## config.mk

```make
export PLATFORM = sky130hd
export DESIGN_NAME = differential_stepper_move_controller
export DESIGN_NICKNAME = d
export VERILOG_FILES = /design/src/rtl/dsmc_pkg.sv /design/src/rtl/differential_stepper_move_controller.sv
export SDC_FILE = /design/constraint.sdc
export NUM_CORES = 1
export LEC_CHECK = 0
export ABC_CLOCK_PERIOD_IN_PS = 7500
export BUFFER_PORTS_ARGS = -buffer_cell sky130_fd_sc_hd__buf_2
export CAP_MARGIN = 20
export CORE_MARGIN = 2
export CORE_UTILIZATION = 45
export CTS_CLUSTER_DIAMETER = 120
export DETAILED_ROUTE_END_ITERATION = 8
export PLACE_DENSITY = 0.75
export SLEW_MARGIN = 0
export SYNTH_ARGS = -nofsm -noshare
export SYNTH_HDL_FRONTEND = slang
export SYNTH_SLANG_ARGS = --single-unit
```

## constraint.sdc

```tcl
create_clock -name clk -period 7.5 [get_ports clk]
set_input_delay 1.5 -clock clk [delete_from_list [all_inputs] [get_ports clk]]
set_output_delay 1.5 -clock clk [all_outputs]
set_load 0.005 [all_outputs]
```

## src/rtl/dsmc_pkg.sv

```systemverilog
// Package for the differential stepper move controller.
// Holds the command and result item types, mode and register codes, and the coil pattern table.
// No dependencies.
package dsmc_pkg;

	localparam int AMOUNT_W = 14;
	localparam int SCALE_W  = 32;
	localparam int DIV_W    = 16;
	localparam int CFG_W    = 32;
	localparam int CFG_IDX_W = 3;

	// Command modes
	localparam logic [1:0] MODE_TICK = 2'd0;
	localparam logic [1:0] MODE_MOVE = 2'd1;
	localparam logic [1:0] MODE_TURN = 2'd2;
	localparam logic [1:0] MODE_STOP = 2'd3;

	// Configuration register indexes
	localparam logic [CFG_IDX_W-1:0] REG_TICK_DIVISOR    = 3'd0;
	localparam logic [CFG_IDX_W-1:0] REG_INVERT_MOVE     = 3'd1;
	localparam logic [CFG_IDX_W-1:0] REG_INVERT_TURN_DIR = 3'd2;
	localparam logic [CFG_IDX_W-1:0] REG_MOVE_SCALE      = 3'd3;
	localparam logic [CFG_IDX_W-1:0] REG_TURN_SCALE      = 3'd4;

	// Register reset values
	localparam logic [DIV_W-1:0]   TICK_DIVISOR_RST = 16'd1;
	localparam logic [SCALE_W-1:0] MOVE_SCALE_RST   = 32'd17005700;
	localparam logic [SCALE_W-1:0] TURN_SCALE_RST   = 32'd1855050;

	typedef struct packed {
		logic [1:0]          mode;
		logic                direction;
		logic [AMOUNT_W-1:0] amount;
	} cmd_item_t;

	typedef struct packed {
		logic [3:0] right_coils;
		logic [3:0] left_coils;
		logic       busy_res;
	} res_item_t;

	// Half-step coil pattern for each of the eight phases
	function automatic logic [3:0] coil_pattern(input logic [2:0] phase);
		logic [3:0] pat;
		case (phase)
			3'd0: pat = 4'd1;
			3'd1: pat = 4'd3;
			3'd2: pat = 4'd2;
			3'd3: pat = 4'd6;
			3'd4: pat = 4'd4;
			3'd5: pat = 4'd12;
			3'd6: pat = 4'd8;
			3'd7: pat = 4'd9;
			default: pat = 4'd0;
		endcase
		return pat;
	endfunction

endpackage

```

## src/rtl/differential_stepper_move_controller.sv

```systemverilog
// A command is captured in the input register, and its result then in the result register.
// Throughput: one command or tick per cycle while the result register is free or drains;
// step count scaling is one 14x32 multiply between the input and state/result registers.
// Reset (arst_n low, asynchronous): motors off, count zero, phases zero, both directions
// forward, coils zero, configuration registers at their defaults, no item held.
// Depends on dsmc_pkg.
module differential_stepper_move_controller #(
	parameter int FRACTION_BITS = 16,
	parameter int COUNT_WIDTH   = 30
) (
	input  logic                        clk,
	input  logic                        arst_n,
	input  logic                        cmd_valid,
	output logic                        cmd_ready,
	input  dsmc_pkg::cmd_item_t         cmd,
	output logic                        res_valid,
	input  logic                        res_ready,
	output dsmc_pkg::res_item_t         res,
	input  logic                        cfg_we,
	input  logic [dsmc_pkg::CFG_IDX_W-1:0] cfg_index,
	input  logic [dsmc_pkg::CFG_W-1:0]  cfg_data
);
	import dsmc_pkg::*;

	localparam int PROD_W = AMOUNT_W + SCALE_W;

	// Configuration registers
	logic [DIV_W-1:0]   tick_divisor_q;
	logic               invert_move_q;
	logic               invert_turn_dir_q;
	logic [SCALE_W-1:0] move_scale_q;
	logic [SCALE_W-1:0] turn_scale_q;

	// Input register
	cmd_item_t cmd_s1;
	logic      valid_s1;
	logic      advance_s1;

	// Motion state
	logic [COUNT_WIDTH-1:0] steps_left_q, steps_left_d;
	logic [DIV_W-1:0]       tick_count_q, tick_count_d;
	logic                   motors_on_q, motors_on_d;
	logic [2:0]             right_phase_q, right_phase_d;
	logic [2:0]             left_phase_q, left_phase_d;
	logic                   right_fwd_q, right_fwd_d;
	logic                   left_fwd_q, left_fwd_d;
	logic [3:0]             right_coil_q, right_coil_d;
	logic [3:0]             left_coil_q, left_coil_d;

	// Result register
	res_item_t res_q;
	logic      res_valid_q;

	// Scaling and tick datapath
	logic [SCALE_W-1:0]     scale_sel;
	logic [PROD_W-1:0]      product;
	logic [PROD_W-1:0]      shifted;
	logic [COUNT_WIDTH-1:0] scaled_steps;
	logic [DIV_W-1:0]       div_eff;
	logic [DIV_W-1:0]       count_inc;
	logic                   fire;
	logic                   dir_eff;
	logic [COUNT_WIDTH-1:0] steps_dec;

	// Handshake: the input register moves on whenever the result register is free or drains
	assign advance_s1 = valid_s1 && (!res_valid_q || res_ready);
	assign cmd_ready  = !valid_s1 || advance_s1;
	assign res_valid  = res_valid_q;
	assign res        = res_q;

	// Write configuration registers
	always_ff @(posedge clk or negedge arst_n) begin
		if (!arst_n) begin
			tick_divisor_q    <= TICK_DIVISOR_RST;
			invert_move_q     <= 1'b0;
			invert_turn_dir_q <= 1'b0;
			move_scale_q      <= MOVE_SCALE_RST;
			turn_scale_q      <= TURN_SCALE_RST;
		end else if (cfg_we) begin
			case (cfg_index)
				REG_TICK_DIVISOR:    tick_divisor_q    <= cfg_data[DIV_W-1:0];
				REG_INVERT_MOVE:     invert_move_q     <= cfg_data[0];
				REG_INVERT_TURN_DIR: invert_turn_dir_q <= cfg_data[0];
				REG_MOVE_SCALE:      move_scale_q      <= cfg_data[SCALE_W-1:0];
				REG_TURN_SCALE:      turn_scale_q      <= cfg_data[SCALE_W-1:0];
				default: ;
			endcase
		end
	end

	// Capture the incoming command
	always_ff @(posedge clk or negedge arst_n) begin
		if (!arst_n) begin
			valid_s1 <= 1'b0;
		end else if (cmd_ready) begin
			valid_s1 <= cmd_valid;
		end
	end

	always_ff @(posedge clk) begin
		if (cmd_valid && cmd_ready) begin
			cmd_s1 <= cmd;
		end
	end

	// Scale the amount to a step count, truncate and saturate
	always_comb begin
		scale_sel = (cmd_s1.mode == MODE_TURN) ? turn_scale_q : move_scale_q;
		product   = PROD_W'(cmd_s1.amount) * PROD_W'(scale_sel);
		shifted   = product >> FRACTION_BITS;
		if (|shifted[PROD_W-1:COUNT_WIDTH]) begin
			scaled_steps = '1;
		end else begin
			scaled_steps = shifted[COUNT_WIDTH-1:0];
		end
	end

	// Tick divider compare
	always_comb begin
		div_eff   = (tick_divisor_q == '0) ? DIV_W'(1) : tick_divisor_q;
		count_inc = tick_count_q + DIV_W'(1);
		fire      = (count_inc >= div_eff);
		steps_dec = steps_left_q - COUNT_WIDTH'(1);
		dir_eff   = (cmd_s1.mode == MODE_TURN) ? (cmd_s1.direction ^ invert_turn_dir_q)
		                                       : (cmd_s1.direction ^ invert_move_q);
	end

	// Next motion state for the item in the input register
	always_comb begin
		steps_left_d  = steps_left_q;
		tick_count_d  = tick_count_q;
		motors_on_d   = motors_on_q;
		right_phase_d = right_phase_q;
		left_phase_d  = left_phase_q;
		right_fwd_d   = right_fwd_q;
		left_fwd_d    = left_fwd_q;
		right_coil_d  = right_coil_q;
		left_coil_d   = left_coil_q;
		case (cmd_s1.mode)
			MODE_TICK: begin
				if (steps_left_q != '0) begin
					steps_left_d = steps_dec;
					tick_count_d = fire ? '0 : count_inc;
					if (motors_on_q && fire) begin
						right_coil_d  = coil_pattern(right_phase_q);
						left_coil_d   = coil_pattern(left_phase_q);
						right_phase_d = right_fwd_q ? right_phase_q + 3'd1 : right_phase_q - 3'd1;
						left_phase_d  = left_fwd_q ? left_phase_q + 3'd1 : left_phase_q - 3'd1;
					end
					// Last step: release the coils
					if (steps_dec == '0) begin
						motors_on_d  = 1'b0;
						right_coil_d = 4'd0;
						left_coil_d  = 4'd0;
					end
				end
			end
			MODE_MOVE: begin
				steps_left_d = scaled_steps;
				right_fwd_d  = !dir_eff;
				left_fwd_d   = dir_eff;
				motors_on_d  = 1'b1;
			end
			MODE_TURN: begin
				steps_left_d = scaled_steps;
				right_fwd_d  = !dir_eff;
				left_fwd_d   = !dir_eff;
				motors_on_d  = 1'b1;
			end
			default: begin
				steps_left_d = '0;
				motors_on_d  = 1'b0;
				right_coil_d = 4'd0;
				left_coil_d  = 4'd0;
			end
		endcase
	end

	// Advance the motion state
	always_ff @(posedge clk or negedge arst_n) begin
		if (!arst_n) begin
			steps_left_q  <= '0;
			tick_count_q  <= '0;
			motors_on_q   <= 1'b0;
			right_phase_q <= 3'd0;
			left_phase_q  <= 3'd0;
			right_fwd_q   <= 1'b1;
			left_fwd_q    <= 1'b1;
			right_coil_q  <= 4'd0;
			left_coil_q   <= 4'd0;
		end else if (advance_s1) begin
			steps_left_q  <= steps_left_d;
			tick_count_q  <= tick_count_d;
			motors_on_q   <= motors_on_d;
			right_phase_q <= right_phase_d;
			left_phase_q  <= left_phase_d;
			right_fwd_q   <= right_fwd_d;
			left_fwd_q    <= left_fwd_d;
			right_coil_q  <= right_coil_d;
			left_coil_q   <= left_coil_d;
		end
	end

	// Hold the result until transfer
	always_ff @(posedge clk or negedge arst_n) begin
		if (!arst_n) begin
			res_valid_q <= 1'b0;
		end else if (advance_s1) begin
			res_valid_q <= 1'b1;
		end else if (res_ready) begin
			res_valid_q <= 1'b0;
		end
	end

	always_ff @(posedge clk) begin
		if (advance_s1) begin
			res_q.right_coils <= right_coil_d;
			res_q.left_coils  <= left_coil_d;
			res_q.busy_res    <= (steps_left_d != '0);
		end
	end

endmodule
```

==> results_dict.tcl <==
set metrics [dict create \
    maxCapViolCount 0 \
    cp_common_cell "fa_1" \
    top_level_ports 68 \
    synth-async-reset-ratio_pct 84.97 \
    yosysSeqAreaShare_pct 19.34 \
    synthCells 2519 \
    finalSetupViolations 2 \
    antenna_left 0 \
    critical_path.max_stage_delay_ps 540 \
    core_mm2 0.05109 \
    hold_viol_final 0 \
    crit_fanout 9 \
    yosys_register_bits 173 \
    setup_tns_ps -293.2 \
    portBuffers 67 \
    cp.arrival_ps 7960 \
    antenna_found_initial 2 \
    grt.total_usage_pct 24.35 \
    vias 18710 \
    ys_types 82 \
    cts_buffers 17 \
    setup_ws_ps -229.2 \
    die_x_um 231.1 \
    cts_buffer_depth 2 \
    relSlewSlack_pct 35.93 \
    rsz0062_at_grt "yes" \
    grt_pass1_wl_um 102800 \
    fillers 4417 \
    r2r_end "res[0]" \
    htreeDepth 4 \
    crit_slowest_cell "fa_1" \
    drc 0 \
    skew_ps 13.06 \
    r2r_start "cmd_s1[15]" \
    status "complete, but fails checks" \
    num-nets-final 3289 \
    synth_enable_flop_cells 26 \
    drive_gt1_share_pct 22.96 \
    ys.flop_type "dfrtp_1" \
    rrSetupSlack_ps -230 \
    wl_per_cell_um 18.32 \
    finalMaxSlewViolations 0 \
    antenna_cells 0 \
    holdPathEnd "move_scale_q[25]" \
    hp-class "reg2reg" \
    hold_depth 1 \
    dr.pass1.iters 5 \
    initial_core_util_pct 45.41 \
    fin_crit_ps 7729 \
    rows 83 \
    grt_pass1_vias 20090 \
    vias_per_cell 5.445 \
    synth_nets 3064 \
    areaGrowthSynthToFinish_pct 18.66 \
    die_h_um 231.1 \
    worst_pin_slew_ps 957.4 \
    gr-total-overflow 0 \
    cts_tree "yes" \
    cts.sinks 173 \
    hpwlAfterDp_um 49330 \
    syn-cell-area_mm2 0.02320 \
    final_util_pct 53.89 \
    grt_max_degree 81 \
    critPathLaunch "cmd_s1[15]" \
    drtIter0Drc 1516 \
    fmax_mhz 129.4 \
    worstPathRequired_ps 7740 \
    path_class "reg2reg" \
    timing.final.crit_share_pct 103.1 \
    reg2regPathDepth 29 \
    synth_warnings 0 \
    dieArea_mm2 0.05340 \
    clkTransAtPathRegs_ps 70 \
    drt-total-wl_um 62950 \
    clk_latency_ps 500 \
    cp-end-kind "flop" \
    cts_root_buffer "clkbuf_16" \
    cp-start-kind "flop" \
    syn_area_per_cell_um2 9.211 \
    finalWeightedCongestion 0.9217 \
    violations "negative setup slack" \
    hp-start "move_scale_q[25]" \
]
## cell families (layout without fill, tap and decap cells)
| kind of cell | Yosys count | count (layout) | synth area share, % |
|---|---|---|---|
| AND/OR/NAND/NOR | 825 | 825 | 17.37 |
| buffers and inverters | 529 | 767 | 8.665 |
| adder cells (fa/ha/maj) | 488 | 488 | 37.90 |
| AO/OA/AOI/OAI | 328 | 328 | 8.930 |
| flip-flops | 173 | 173 | 19.34 |
| multiplexers | 111 | 111 | 5.344 |
| XOR/XNOR | 65 | 65 | 2.454 |
## final cells by class
cell class	instances	area (µm²)	area share, %
Clock buffer	18	429.2	1.559
Sequential cell	173	4488	16.30
Timing Repair Buffer	339	2609	9.475
Tap cell	680	850.8	3.090
Inverter	396	1486	5.399
Clock inverter	14	175.2	0.6362
Multi-Input combinational cell	1817	17500	63.54
## worst max-delay path: cells and delay by family (launching register included)
kind,cells,cell delay (ps)
fa+ha+maj,8,3510
simple gates,8,1480
buf+inv,9,980
flops,1,410
mux,1,380
compound gates,3,670
## flip-flops by register name, indices dropped and copies added (netlist names)
name               cells
valid_s1               1
right_coil_q           4
res                    9
right_phase_q          3
invert_turn_dir_q      1
left_fwd_q             1
move_scale_q          32
left_coil_q            4
res_valid              1
tick_count_q          16
invert_move_q          1
cmd_s1                17
tick_divisor_q        16
turn_scale_q          32
right_fwd_q            1
steps_left_q          30
motors_on_q            1
left_phase_q           3
## worst max path at each step
stage / cells past startpoint / slack [ps] / end
after floorplan: 29 / 1 / res[0]
after global placement: 28 / -740 / res[0]
final: 29 / -230 / res[0]
after global routing: 28 / -440 / res[0]
after detailed placement: 28 / -880 / res[0]
after CTS: 28 / -90 / res[0]
## metal layers
metal | wire length [µm] | up-vias | GRT usage (%)
met5 | 13 | - | 0
met2 | 30940 | 636 | 40.35
met3 | 3842 | 143 | 4.552
met1 | 25810 | 9463 | 31.21
li1 | - | 8469 | -
met4 | 2346 | 2 | 10.58
## cells in the mapped netlist (all sizes together), types with 60 or more instances
cell | instances | area (µm²)
nand2 | 390 | 1464
clkbuf | 125 | 469.2
inv | 396 | 1486
and2 | 198 | 1241
dfrtp | 124 | 3103
mux2 | 103 | 1160
o21ai | 110 | 550.5
ha | 130 | 1627
nor2 | 60 | 225.2
a21oi | 80 | 400.4
fa | 358 | 7167
## placed cells by master (no fill, tap or decap), types with 7 or more instances in the layout
master | netlist | layout
a22oi_1 | 9 | 7
o211ai_1 | 7 | 7
and2_4 | 1 | 12
a22o_1 | 9 | 9
mux2_4 | 0 | 18
edfxtp_1 | 26 | 26
inv_1 | 396 | 381
o21a_1 | 11 | 11
nor2_1 | 60 | 59
inv_2 | 0 | 15
xnor2_1 | 28 | 26
o21ai_1 | 24 | 25
o21ai_2 | 0 | 8
ha_1 | 130 | 109
buf_6 | 3 | 29
buf_2 | 2 | 67
a211oi_1 | 10 | 7
fa_1 | 358 | 353
dfrtp_1 | 124 | 124
a21oi_2 | 0 | 16
ha_4 | 0 | 18
mux2i_1 | 8 | 8
xor2_1 | 37 | 37
buf_4 | 0 | 232
a21o_1 | 20 | 20
nor2b_1 | 11 | 11
mux2_2 | 103 | 85
nand4_1 | 22 | 22
dfstp_2 | 23 | 23
nor4_1 | 17 | 14
nor3_1 | 28 | 22
nand3_1 | 37 | 35
and2_1 | 197 | 186
clkbuf_16 | 0 | 18
a21oi_1 | 80 | 58
nand2_1 | 390 | 383
o21ai_0 | 86 | 77
nand2b_1 | 17 | 17
## timing repair
item,in CTS,in global routing
buffers inserted,26,26
hold endpoints to repair,0,0
cloned,0,1
endpoints found under the setup margin,17,12
hold buffers,0,0
gates resized for setup,102,102
pin swaps,54,65
## metrics by stage
step / hold WS (ps) / cells / area [µm²] / worst slack (ps)
after floorplan: 456.9 / 2519 / 23250 / 1.277
after global placement: 469.8 / 3351 / 25560 / -740.0
after detailed placement: 489.0 / 3351 / 25560 / -877.5
after CTS: 507.1 / 3408 / 26800 / -91.60
after global routing: 523.7 / 3437 / 27530 / -444.8
final: 504.4 / 3437 / 27530 / -229.2
Power is left out: the tool's default activity adds up to more than one toggle a clock period on the data nets, which glitch-free logic cannot reach.
